--- src/rtl/scp_pkg.sv ---
`default_nettype none

package scp_pkg;

    localparam int MAX_CARS    = 1024;
    localparam int CAR_W       = $clog2(MAX_CARS + 2);
    localparam int ADDR_W      = $clog2(MAX_CARS);
    localparam int QUEUE_DEPTH = 4;
    localparam int QPTR_W      = $clog2(QUEUE_DEPTH);
    localparam int CFG_IDX_W   = 1;

    localparam logic [CFG_IDX_W-1:0] REG_CAR_COUNT      = CFG_IDX_W'(0);
    localparam logic [CFG_IDX_W-1:0] REG_STACK_CAPACITY = CFG_IDX_W'(1);

    typedef logic [CAR_W-1:0]  car_t;
    typedef logic [ADDR_W-1:0] addr_t;

    typedef enum logic [1:0] {
        CMD_FAIL,
        CMD_PUSH,
        CMD_POP
    } cmd_kind_t;

    // push: car = first car of the run, count = cars left on the stack,
    //       addr = stack level before the run
    // pop:  car = wanted car, addr = top-of-stack entry
    typedef struct packed {
        cmd_kind_t kind;
        car_t      car;
        car_t      count;
        addr_t     addr;
    } cmd_t;

    typedef struct packed {
        logic full;
        logic empty;
    } q_stat_t;

    typedef struct packed {
        car_t car_count;
        car_t stack_capacity;
    } cfg_t;

    typedef enum logic [1:0] {
        BK_IDLE,
        BK_PUSH,
        BK_CHECK,
        BK_EMIT
    } bk_state_t;

endpackage

`default_nettype wire

--- src/rtl/scp_queue.sv ---
`default_nettype none

module scp_queue (
    input  wire logic             clk,
    input  wire logic             rst_n,
    input  wire logic             push,
    input  wire scp_pkg::cmd_t    push_data,
    input  wire logic             pop,
    output scp_pkg::cmd_t         head,
    output scp_pkg::q_stat_t      stat
);
    import scp_pkg::*;

    cmd_t                slot_reg [QUEUE_DEPTH];
    logic [QPTR_W-1:0]   wr_ptr_reg, wr_ptr_next;
    logic [QPTR_W-1:0]   rd_ptr_reg, rd_ptr_next;
    logic [QPTR_W:0]     fill_reg, fill_next;
    logic                do_push;
    logic                do_pop;

    assign stat.full  = (fill_reg == (QPTR_W+1)'(QUEUE_DEPTH));
    assign stat.empty = (fill_reg == '0);
    assign head       = slot_reg[rd_ptr_reg];
    assign do_push    = push && !stat.full;
    assign do_pop     = pop && !stat.empty;

    always_comb
    begin
        wr_ptr_next = do_push ? wr_ptr_reg + QPTR_W'(1) : wr_ptr_reg;
        rd_ptr_next = do_pop ? rd_ptr_reg + QPTR_W'(1) : rd_ptr_reg;
        fill_next   = fill_reg + (QPTR_W+1)'(do_push) - (QPTR_W+1)'(do_pop);
    end

    always_ff @(posedge clk)
    begin
        if (do_push)
        begin
            slot_reg[wr_ptr_reg] <= push_data;
        end
    end

    always_ff @(posedge clk or negedge rst_n)
    begin
        if (!rst_n)
        begin
            wr_ptr_reg <= '0;
            rd_ptr_reg <= '0;
            fill_reg   <= '0;
        end
        else
        begin
            wr_ptr_reg <= wr_ptr_next;
            rd_ptr_reg <= rd_ptr_next;
            fill_reg   <= fill_next;
        end
    end

endmodule

`default_nettype wire

--- config.mk ---
export PLATFORM = sky130hd
export DESIGN_NAME = scp_queue
export DESIGN_NICKNAME = d
export VERILOG_FILES = /design/src/rtl/scp_pkg.sv /design/src/rtl/scp_queue.sv
export SDC_FILE = /design/constraint.sdc
export NUM_CORES = 1
export LEC_CHECK = 0
export BUFFER_PORTS_ARGS = -buffer_cell sky130_fd_sc_hd__buf_4
export CORE_MARGIN = 4
export CORE_UTILIZATION = 40
export DETAILED_ROUTE_END_ITERATION = 10
export HOLD_SLACK_MARGIN = 0.1
export MAX_ROUTING_LAYER = met4
export SLEW_MARGIN = 15
export SYNTH_ARGS = -nofsm -noshare
export SYNTH_HDL_FRONTEND = slang
export SYNTH_SLANG_ARGS = --single-unit
--- constraint.sdc ---
create_clock -name clk -period 2.5 [get_ports clk]
set_input_delay 0.125 -clock clk [delete_from_list [all_inputs] [get_ports clk]]
set_output_delay 0.125 -clock clk [all_outputs]
set_load 0.03 [all_outputs]
Word-level counts from Yosys, hierarchy flattened:

Memories as Yosys holds them, arrays and structs flattened.
Cells that the tools add are included.

* input port bits: 38
* flip-flop bits (word level): 7
* logic and storage cells: 16
* memories: 1
* memory bits (writable): 136

Memory list
* slot_reg: words 4, width 34, rd ports 1, clocked after Yosys merged registers in 0, wr ports 1, line scp_queue.sv:14 `cmd_t slot_reg [QUEUE_DEPTH];`

* reduce and logical (&&, ||, !) cells: 5
* $add $sub $neg: 4
* eq/ne operators: 1
* mux-type cells: 2

Operator list (count)
* adder 2 x 1 -> 2 bit, second input constant: 2
* adder 3 x 1 -> 3 bit: 1
* equality test 3 bit, second input constant: 1
* logical NOT 3 bit: 1
* subtractor 3 x 1 -> 3 bit: 1
* logical AND 1 bit: 2
* logical NOT 1 bit: 2
* 2-to-1 mux 1 bit: 2

Logic depth before layout (Yosys ltp):

* depth in word-level cells: 5
* depth in mapped cells: 8
* mapped depth without buffers: 8

Worst setup path before layout:

No wires, ideal clock.

* path kind: reg2reg
* start point: register fill_reg[1]
* end point: register fill_reg[2]
* stages on the path, launching flop included: 9
* path buffers: 0
* data arrival time: 2.023 ns
* data required time: 2.377 ns
* path slack: 0.354 ns
* cell sequence: dfrtp_1 -> nor3b_4 -> nand2b_1 -> ha_1 -> inv_1 -> ha_1 -> fa_1 -> xnor2_1 -> xnor2_1

RTL lines
* start, declared: line scp_queue.sv:17 `logic [QPTR_W:0] fill_reg, fill_next;`
* start signal, assigned: line scp_queue.sv:54 `fill_reg <= fill_next;`

Worst setup path after layout:

* start point: register fill_reg[1]
* end point: register fill_reg[2]

* elaborated cells between the ends (all ways): 8

RTL lines
* logical NOT 3 bit: line scp_queue.sv:22 `assign stat.empty = (fill_reg == '0);`
* logical NOT 1 bit: line scp_queue.sv:25 `assign do_pop = pop && !stat.empty;`
* logical AND 1 bit: line scp_queue.sv:25
* via do_pop: line scp_queue.sv:19 `logic do_pop;`
* subtractor 3 x 1 -> 3 bit: line scp_queue.sv:31 `fill_next = fill_reg + (QPTR_W+1)'(do_push) - (QPTR_W+1)'(do_pop);`
* via fill_next[2]: line scp_queue.sv:17

The timed path passes the listed nets, and every way through them passes these cells.
A chain may end at the register's enable or synchronous reset.

==> flow_summary.ini <==
[timing]
timing.final.crit_share_pct = 89.70
setup_viol = 0
period_needed_ns = 2.242
finalClockSkew_ns = 0.01012
worst_pin_slew_ns = 0.4722
setup_tns_ns = 0
max_freq_ghz = 0.4459
drv_slew = 0
slew_headroom_pct = 68.52
rsz0062_at_grt = no
fin_ws_ns = 0.2576
hold_viol = 0

[clock_network]
clockBufferDepth = 2
cts_tree = built
cts_root_buf = clkbuf_16
path_clk_slew_ns = 0.06
cts_made_buffers = 17
cts_max_level = 4
clock_sinks = 143
worstSkewPairLatency_ns = 0.41

[yosys]
synthSimpleGateAreaFrac_pct = 2.027
synth_seq_area_share_pct = 78.40
syn_avg_cell_area_sq_um = 24.81
synth-xor-area-share_pct = 0.6449
synth_area_sq_mm = 0.005433
synth_seq_cells = 143
yosysUniqueCellTypes = 20
synth_top_family_by_area = multiplexers
yosysWarnings = 0
postSynthCellCount = 219
synth_top_cell_by_area = edfxtp_1
synth.area.top_cells = edfxtp_1, mux4_2, dfrtp_1
synthesis.nets = 264
synth-compound-area-share_pct = 0.5758
synth_mux_area_share_pct = 14.51
synth_top_area_share_pct = 75.17
synth-adder-area-share_pct = 1.750

[die]
die_h_microns = 124.5
start_util_pct = 40.86
dieArea_sq_mm = 0.01551
num_rows = 42
io_pins = 74
die-width_microns = 124.5
core_sq_mm = 0.01330

[worst_setup_path]
path_class = reg -> reg
r2r-start = fill_reg[1]$_DFF_PN0_
cp_max_fo = 7
end_kind = flip-flop
r2r_cells = 8
rrSetupSlack_ns = 0.26
arrival_ns = 2.58
worstPathRequired_ns = 2.83
cp-start-kind = flip-flop
reg2reg_to = fill_reg[2]$_DFF_PN0_

[layout]
final_util_pct = 54.23
area_delta_synth_final_pct = 32.73
largest_reg_flops = 136
final_nets = 396
drive_above_1_share_pct = 41.21
fin_area_sq_mm = 0.007211

[global_routing]
antenna_found_initial = 1
track_usage_pct = 13.86
grt_overflow = 0
grt_pass1_wl_microns = 15780
grt_max_degree = 22
grt_pass1_vias = 2883

[route]
firstDrtPassIters = 4
first_iter_violations = 134
ant_nets = 0
wl_per_cell_microns = 17.78
wl_microns = 9619
via_per_inst = 4.789
vias = 2591
route.detailed.drc = 0

[power]
power.density_mw_per_mm2 = 1250
irDropWorstVdd_uv = 684.3
leakage_uw = 0.002563

[flow_run]
drv_cap = 0

[placed_design]
io_buffers = 73
dp_worst_setup_slack_ns = 0.2672
postPlaceCellArea_sq_mm = 0.006217
detailed_place_hpwl_microns = 5959
place.gp.congestion = 0.7485

[outcome]
status = finished clean

[worst_hold_path]
hold_path.class = in -> reg
worstHoldStart = push_data[28]
hold_end = slot_reg[3][28]$_DFFE_PP_
holdPathStages = 2
-- synth_stat cells --
master and count:
edfxtp_1 136, mux4_2 28, dfrtp_1 7, ha_1 6, inv_1 6, mux4_1 6
and3b_1 4, buf_2 4, nand2b_1 4, xnor2_1 4, buf_12 3, nand4bb_1 2
o211ai_1 2, buf_6 1, fa_1 1, nand2_1 1, nor3_1 1, nor3b_4 1
o311ai_0 1, o31ai_1 1
-- repair_timing --
| item | 4_1_cts | 5_1_grt |
|---|---|---|
| hold buffers | 38 | 0 |
| resized for setup | 0 | 0 |
| endpoints found under the hold margin | 147 | 0 |
| buffers inserted | 0 | 0 |
-- critical path, cell delays in order (launching register included) --
cell and delay, ns:
dfrtp_1 0.47, o31ai_1 0.41, inv_1 0.08, ha_1 0.28, inv_1 0.04, ha_1 0.19, fa_1 0.38, xnor2_1 0.18
xnor2_1 0.14
-- layout make-up --
type                       instances  area, sq um
antenna                            1        2.502
clock inverter                    15        185.2
multi-input combinational         62         1065
sequential                       143         4262
timing repair buffer             121         1028
clock buffer                      17        425.4
tap                              176        220.2
inverter                           6        22.52
fill                            1016         6085
-- placed cells by master (no fill, tap or decap), types with 4 or more instances in the layout --
cell type and instances:
edfxtp_1 136, buf_4 81, dlygate4sd3_1 38, mux4_2 28, clkbuf_16 17, mux4_1 6
inv_1 6, ha_1 6, clkinvlp_4 5, inv_6 5, dfrtp_1 5, nand2b_1 4
xnor2_1 4, and3b_2 4
-- per-stage QoR --
step | hold WS [ns] | total power, uW | std cells
after global routing | 0.4459 | 9474 | 541
after detailed placement | -0.05354 | 6551 | 470
after CTS | 0.4294 | 9164 | 540
final | 0.4593 | 9015 | 541
after global placement | -0.05470 | 6515 | 470
after floorplan | -0.1706 | 5532 | 219
-- power breakdown --
group,internal [uW],total [uW],switching (uW)
registers,3170,3390,217
clock network,1580,2550,966
logic,1340,3080,1740
-- cell families after synthesis --
logic type / Yosys count
XOR/XNOR: 4
AND/OR/NAND/NOR: 13
multiplexers: 34
buffers and inverters: 14
flip-flops: 143
adder cells (fa/ha/maj): 7
AO/OA/AOI/OAI: 4
-- layer usage --
| metal | track usage, % | routed length [microns] | vias up | part of all wire, % |
|---|---|---|---|---|
| met2 | 20.61 | 4738 | 65 | 49 |
| met1 | 17.44 | 4349 | 1322 | 45 |
| met3 | 5.746 | 478 | 4 | 5.0 |
| met4 | 4.449 | 53 | 0 | 0.55 |
| met5 | - | 0 | - | 0 |
| li1 | - | - | 1200 | - |
-- worst max path at each step --
stage                                      from  depth (start not counted)  slack [ns]                    end
after floorplan           fill_reg[1]$_DFF_PN0_                          8        0.35  fill_reg[2]$_DFF_PN0_
after global placement    fill_reg[1]$_DFF_PN0_                          8        0.35  fill_reg[2]$_DFF_PN0_
after detailed placement  fill_reg[1]$_DFF_PN0_                          8        0.27  fill_reg[2]$_DFF_PN0_
after CTS                 fill_reg[1]$_DFF_PN0_                          8        0.23  fill_reg[2]$_DFF_PN0_
after global routing      fill_reg[1]$_DFF_PN0_                          8        0.01  fill_reg[2]$_DFF_PN0_
final                     fill_reg[1]$_DFF_PN0_                          8        0.26  fill_reg[2]$_DFF_PN0_
No activity file was read; power rests on OpenSTA's default activity.
