--- config.mk ---
export PLATFORM = sky130hd
export DESIGN_NAME = scp_front_flat
export DESIGN_NICKNAME = d
export VERILOG_FILES = /design/src/rtl/scp_pkg.sv /design/src/rtl/scp_ifs.sv /design/src/rtl/scp_front.sv /design/src/flat_wrapper.sv
export SDC_FILE = /design/constraint.sdc
export NUM_CORES = 1
export LEC_CHECK = 0
export BUFFER_PORTS_ARGS = -buffer_cell sky130_fd_sc_hd__buf_2
export CAP_MARGIN = 20
export CORE_ASPECT_RATIO = 0.75
export CORE_MARGIN = 2
export CORE_UTILIZATION = 60
export CTS_CLUSTER_SIZE = 12
export DETAILED_ROUTE_END_ITERATION = 10
export PLACE_DENSITY = 0.84
export SLEW_MARGIN = 20
export SYNTH_ARGS = -nofsm -noshare
export SYNTH_HDL_FRONTEND = slang
export SYNTH_SLANG_ARGS = --single-unit
--- constraint.sdc ---
create_clock -name clk -period 18.3 [get_ports clk]
set_clock_uncertainty 0.2 [all_clocks]
set_input_delay 3.66 -clock clk [delete_from_list [all_inputs] [get_ports clk]]
set_output_delay 3.66 -clock clk [all_outputs]
set_load 0.1 [all_outputs]
--- src/rtl/scp_pkg.sv ---
`default_nettype none

package scp_pkg;

    localparam int MAX_CARS    = 1024;
    localparam int CAR_W       = $clog2(MAX_CARS + 2);
    localparam int ADDR_W      = $clog2(MAX_CARS);
    localparam int QUEUE_DEPTH = 4;
    localparam int QPTR_W      = $clog2(QUEUE_DEPTH);
    localparam int CFG_IDX_W   = 1;

    localparam logic [CFG_IDX_W-1:0] REG_CAR_COUNT      = CFG_IDX_W'(0);
    localparam logic [CFG_IDX_W-1:0] REG_STACK_CAPACITY = CFG_IDX_W'(1);

    typedef logic [CAR_W-1:0]  car_t;
    typedef logic [ADDR_W-1:0] addr_t;

    typedef enum logic [1:0] {
        CMD_FAIL,
        CMD_PUSH,
        CMD_POP
    } cmd_kind_t;

    // push: car = first car of the run, count = cars left on the stack,
    //       addr = stack level before the run
    // pop:  car = wanted car, addr = top-of-stack entry
    typedef struct packed {
        cmd_kind_t kind;
        car_t      car;
        car_t      count;
        addr_t     addr;
    } cmd_t;

    typedef struct packed {
        logic full;
        logic empty;
    } q_stat_t;

    typedef struct packed {
        car_t car_count;
        car_t stack_capacity;
    } cfg_t;

    typedef enum logic [1:0] {
        BK_IDLE,
        BK_PUSH,
        BK_CHECK,
        BK_EMIT
    } bk_state_t;

endpackage

`default_nettype wire

--- src/rtl/scp_ifs.sv ---
`default_nettype none

interface scp_in_if;
    import scp_pkg::*;

    logic valid;
    logic ready;
    car_t target_car;

    modport source (output valid, output target_car, input ready);
    modport sink (input valid, input target_car, output ready);
endinterface


`default_nettype wire

--- src/rtl/scp_front.sv ---
`default_nettype none

module scp_front (
    input  wire logic            clk,
    input  wire logic            rst_n,
    scp_in_if.sink               in_ch,
    input  wire scp_pkg::cfg_t   cfg,
    input  wire scp_pkg::q_stat_t q_stat,
    output logic                 q_push,
    output scp_pkg::cmd_t        q_data
);
    import scp_pkg::*;

    car_t next_arrival_reg, next_arrival_next;
    car_t stack_level_reg, stack_level_next;
    logic fail_reg, fail_next;

    car_t                 n_eff;
    car_t                 cap_eff;
    car_t                 t;
    car_t                 pushes;
    car_t                 run_len;
    car_t                 level_dec;
    logic [CAR_W:0]       level_sum;
    logic                 in_range;
    logic                 reach;
    logic                 fits;
    logic                 accept;

    always_comb
    begin
        n_eff   = (cfg.car_count > CAR_W'(MAX_CARS)) ? CAR_W'(MAX_CARS) : cfg.car_count;
        cap_eff = (cfg.stack_capacity > CAR_W'(MAX_CARS)) ? CAR_W'(MAX_CARS)
                                                          : cfg.stack_capacity;
        t         = in_ch.target_car;
        in_range  = (t != '0) && (t <= n_eff);
        reach     = (t >= next_arrival_reg);
        run_len   = t - next_arrival_reg;
        pushes    = run_len + CAR_W'(1);
        level_sum = {1'b0, stack_level_reg} + {1'b0, pushes};
        fits      = (level_sum <= {1'b0, cap_eff});
        level_dec = stack_level_reg - CAR_W'(1);
    end

    assign in_ch.ready = !q_stat.full;
    assign accept      = in_ch.valid && in_ch.ready;
    assign q_push      = accept;

    always_comb
    begin
        next_arrival_next = next_arrival_reg;
        stack_level_next  = stack_level_reg;
        fail_next         = fail_reg;
        q_data            = '{kind: CMD_FAIL, car: '0, count: '0, addr: '0};
        if (!fail_reg && in_range && reach && fits)
        begin
            q_data.kind       = CMD_PUSH;
            q_data.car        = next_arrival_reg;
            q_data.count      = run_len;
            q_data.addr       = stack_level_reg[ADDR_W-1:0];
            stack_level_next  = stack_level_reg + run_len;
            next_arrival_next = t + CAR_W'(1);
        end
        else if (!fail_reg && in_range && !reach && (stack_level_reg != '0))
        begin
            // assume the pop matches; the back end makes the failure sticky if not
            q_data.kind      = CMD_POP;
            q_data.car       = t;
            q_data.addr      = level_dec[ADDR_W-1:0];
            stack_level_next = level_dec;
        end
        else
        begin
            fail_next = 1'b1;
        end
    end

    always_ff @(posedge clk or negedge rst_n)
    begin
        if (!rst_n)
        begin
            next_arrival_reg <= CAR_W'(1);
            stack_level_reg  <= '0;
            fail_reg         <= 1'b0;
        end
        else if (accept)
        begin
            next_arrival_reg <= next_arrival_next;
            stack_level_reg  <= stack_level_next;
            fail_reg         <= fail_next;
        end
    end

    a_level_bound: assert property (@(posedge clk) disable iff (!rst_n)
        stack_level_reg <= CAR_W'(MAX_CARS))
        else $error("stack level above store depth");

    a_fail_sticky: assert property (@(posedge clk) disable iff (!rst_n)
        fail_reg |=> fail_reg && $stable(stack_level_reg) && $stable(next_arrival_reg))
        else $error("front state changed after failure");

endmodule

`default_nettype wire

--- src/flat_wrapper.sv ---
// flat-port wrapper written by rule: the top's interface ports become plain ports
module scp_front_flat import scp_pkg::*;
  (clk, rst_n, cfg, q_stat, q_push, q_data, in_ch_valid, in_ch_target_car, in_ch_ready);
  scp_in_if in_ch_i ();
  input  wire logic clk;
  input  wire logic rst_n;
  input  wire scp_pkg::cfg_t cfg;
  input  wire scp_pkg::q_stat_t q_stat;
  output logic q_push;
  output scp_pkg::cmd_t q_data;
  input wire logic [$bits(in_ch_i.valid)-1:0] in_ch_valid;
  input wire logic [$bits(in_ch_i.target_car)-1:0] in_ch_target_car;
  output wire logic [$bits(in_ch_i.ready)-1:0] in_ch_ready;
  assign in_ch_i.valid = in_ch_valid;
  assign in_ch_i.target_car = in_ch_target_car;
  assign in_ch_ready = in_ch_i.ready;
  scp_front u_core (.clk(clk), .rst_n(rst_n), .in_ch(in_ch_i), .cfg(cfg), .q_stat(q_stat), .q_push(q_push), .q_data(q_data));
endmodule
## Word level (Yosys, flattened, before mapping)

Cells that the tools add are included.

- Word-level logic and storage cells: 41
- Bits in registers: 23

- $add $sub $neg: 6
- Magnitude comparators: 5
- Mux-type cells: 9
- Bitwise logic cells: 2
- Reduce and logical (&&, ||, !) cells: 16

Operator list:

| cell | count |
|---|---|
| two-way mux 11 bit | 5 |
| two-way mux 13 bit | 2 |
| adder 11 x 1 -> 11 bit (second input constant) | 2 |
| > comparator 11 bit (second input constant) | 2 |
| nonzero test 11 bit | 2 |
| two-way mux 10 bit | 2 |
| adder 11 x 11 -> 12 bit | 1 |
| <= comparator 12 x 11 -> 1 bit | 1 |
| adder 11 bit | 1 |
| greater-or-equal comparator 11 bit | 1 |
| <= comparator 11 bit | 1 |
| subtractor 11 x 1 -> 11 bit (second input constant) | 1 |
| subtractor 11 bit | 1 |
| logical AND 1 bit | 7 |
| AND reduction 2 bit | 2 |
| zero test 1 bit | 3 |
| AND reduction 3 bit | 1 |
| inverter 1 bit | 2 |
| nonzero test 2 bit | 1 |

## Depth between registers and ports, before layout

- Depth after elaboration: 9
- Depth in mapped cells: 27
- Gate-level depth less buffers: 26

## Worst setup path before layout

OpenSTA, ideal clock, no wires.

- Kind: input to output
- From: input port in_ch_target_car[0]
- To: output port q_data[0] (netlist name)
- Path slack: 4,593 ps
- Data arrival time: 9,847 ps
- Stages on the path: 25
- Required time: 14,440 ps
- Cells stage by stage: inv_1 > ha_1 > fa_1 > nor2b_1 > o21a_1 > nor2_1 > xnor2_1 > and3_1 > xor2_1 > ha_1 > a21oi_1 > o211ai_1 > a311o_1 > o21ai_1 > xnor2_1 > ha_1 > o21ai_0 > a21oi_1 > a2111oi_0 > a2bb2oi_1 > nand2_1 > inv_2 > clkbuf_1 > nand2_1 > o21ai_1

RTL lines:

| what | RTL line | text |
|---|---|---|
| start: declaration | flat_wrapper.sv:12 | `input wire logic [$bits(in_ch_i.target_car)-1:0] in_ch_target_car;` |
| end: declaration | flat_wrapper.sv:10 | `output scp_pkg::cmd_t q_data;` |

==> out/metrics.csv <==
metric;value;unit
FF-to-FF path depth;23;
Reg2Reg Capture Point;u_core.next_arrival_reg[1];
initial antenna violation count;0;
PostCTS Resize Cnt;0;
Max Slew Vio Count;0;
Hold Path Sink;u_core.fail_reg;
WL final;10700;um
remaining global-route overflow;0;
gpl congestion;0.919;
sequential fraction of the synthesis area;15.2;%
IR Drop Worst-Case VDD;0.0234;mV
hold_ws;0.298;ns
final period utilization;75.5;%
Crit. Startpoint;in_ch_target_car[0];
Seq cells post-synth;23;
share of cells above drive strength 1;15.7;%
worst setup path class;input port to output port;
row cnt;25;
slew margin rel.;57.5;%
LEAKAGE;0.00214;uW
register area;577;um2
WP data required;14.44;ns
Pwr Total;170;uW
number of synthesized flops with an enable pin;0;
# IOs;74;
count leader, synth;nand2_1;
hold crit path type;flip-flop to flip-flop;
wire length of the first global-routing pass;17400;um
vias in the first global route;3644;
Ant. Diodes;0;
Max clock buf depth;2;
design area;4250;um2
Final Net Count;669;
hold-critical path depth;1;
Fillers;551;
Syn Area/Cell;7.54;um2
chip width;95.8;um
latest clock arrival within the worst-skew pair;0.28;ns
RR Startpoint;u_core.next_arrival_reg[0];
min cycle time layout;13.82;ns
CTS root buf;clkbuf_8;
crit start category;input port;
Die Span Y;72.9;um
DRC;0;
largest net degree at the start of global routing;39;
Synth area leaders;ha_1 (20%), dfrtp_1 (15%), nand2_1 (6.0%);
Antenna Nets Post-Route;0;
Detailed Route Iter0 Violations;352;
endpoints failing hold;0;
global router's overall resource usage;31.5;%
RSZ-0062 raised after global routing;false;
ys flop type;dfrtp_1;
setup_tns;0;ns
TritonCTS clock tree;yes;
Syn Nets;604;
core area;6190;um2
Setup violations, final;0;
PortBufs;72;
vias;4017;
Max Cap Viol;0;
area of the multi-input gates;3030;um2
top-area cell type share of the netlist area;19.8;%
async set-reset flop share out of synthesis;100;%
CTS buffer count;3;
synth cell count leaders;nand2_1 (61), ha_1 (60), nor2_1 (36);
die footprint;6980;um2
PnR worst setup slack;4.48;ns
Synth cell types;56;
pre-CTS setup slack;4.69;ns
YS warnings;0;
CTS Sinks;23;
CTS clk-pin slew, worst paths;0.10;ns
Starting Density;61.2;%
dominant cell type by area after synthesis;ha_1;
CP endpoint kind;output port;
Pwr per Cell Area;40.0;nW/um2
hold_sp;u_core.fail_reg;
drt wl/cell;16.5;um
status;complete, no violations;
Synth Cell Area;3790;um2
Initial DRT Pass Iterations;5;
P&R area growth vs syn;12.1;%
H-tree depth reported by CTS;1;
Worst Tran Pin Value;0.633;ns
Synth Instances;503;
vias per inst;6.20;
FMAX;72.3;MHz
Post-CTS Setup Bufs;0;
flop2flop setup slack;11.46;ns
post-DP HPWL;8280;um
Worst Path Arrival;9.96;ns
placed cell area;4210;um2
CP Max Fanout;38;
CTS Hold Buffers Added;0;
worst max-delay path: stages:
cell and delay, ns:
buf_2 0.13, inv_1 0.11, ha_1 0.25, fa_1 0.44, nor2b_1 0.20, o21a_1 0.14, nor2_1 0.05, xnor2_1 0.51
and3_1 0.32, xor2_1 0.21, ha_1 0.30, a21oi_1 0.21, o211ai_1 0.15, a311o_1 0.33, o21ai_1 0.12, xnor2_1 0.15
ha_1 0.26, o21ai_0 0.09, a21oi_1 0.06, a2111oi_0 0.50, a2bb2oi_1 0.52, nand2_1 0.16, buf_4 0.30, o21ai_0 0.14
a22o_1 0.17, buf_2 0.43
layer usage:
layer | global-route usage [%] | up-vias | share of wire, %
met5 | 0 | - | 0
met4 | 3.97 | 0 | 0.68
met3 | 4.24 | 8 | 9.3
met2 | 49.7 | 186 | 44
met1 | 47.2 | 1869 | 46
li1 | - | 1954 | -
cells in the final DEF (no fill, tap or decap), drive strengths merged, types with 8 or more instances in the layout:
cell    synthesis  layout
a21oi          31      31
o21ai          36      36
nor2           36      36
xor2           15      15
buf             4      74
nand3          13      13
and3           15      15
dfrtp          22      22
nor3           21      21
o211ai         18      18
xnor2          26      26
ha             60      60
a21o           12      12
inv            30      30
or3             8       8
nand2          62      62
cells by family (layout without fill, tap and decap cells):
kind of cell | Yosys count | in the layout | synth area share, %
compound gates | 144 | 144 | 24.8
xor+xnor | 41 | 41 | 9.47
fa+ha+maj | 63 | 63 | 21.4
buf+inv | 46 | 110 | 4.85
flops | 23 | 23 | 15.2
mux | 3 | 3 | 0.825
simple gates | 183 | 183 | 23.5
power breakdown:
group	leakage (uW)	total [uW]	switching [uW]	internal (uW)
clock network	0.0000255	36.0	20.7	15.4
logic	0.00189	81.3	47.8	33.4
registers	0.000223	52.5	1.19	51.4
how the worst max path moves through the flow:
| stage | end | slack [ns] | cells past startpoint |
|---|---|---|---|
| 3_3_place_gp | q_data[2] | 4.78 | 26 |
| 2_1_floorplan | q_data[0] | 4.59 | 25 |
| 6_report | q_data[2] | 4.48 | 26 |
| 5_1_grt | q_data[2] | 4.12 | 26 |
| 3_5_place_dp | q_data[2] | 4.69 | 26 |
| 4_1_cts | q_data[2] | 4.67 | 26 |
layout make-up:
class	count	area share, %
well taps	81	2.38
repair buffers	74	8.83
inverters	32	2.83
flip-flops and latches	23	13.6
clock buffers	3	0.971
clock inverters	1	0.118
multi-input cells	434	71.3
through the flow:
step / util (%) / std cells
finish: 68.6 / 648
global route: 68.6 / 648
CTS: 68.6 / 648
detailed placement: 67.9 / 644
global placement: 67.9 / 644
floorplan: - / 503
(Power assumes the default switching activity.)
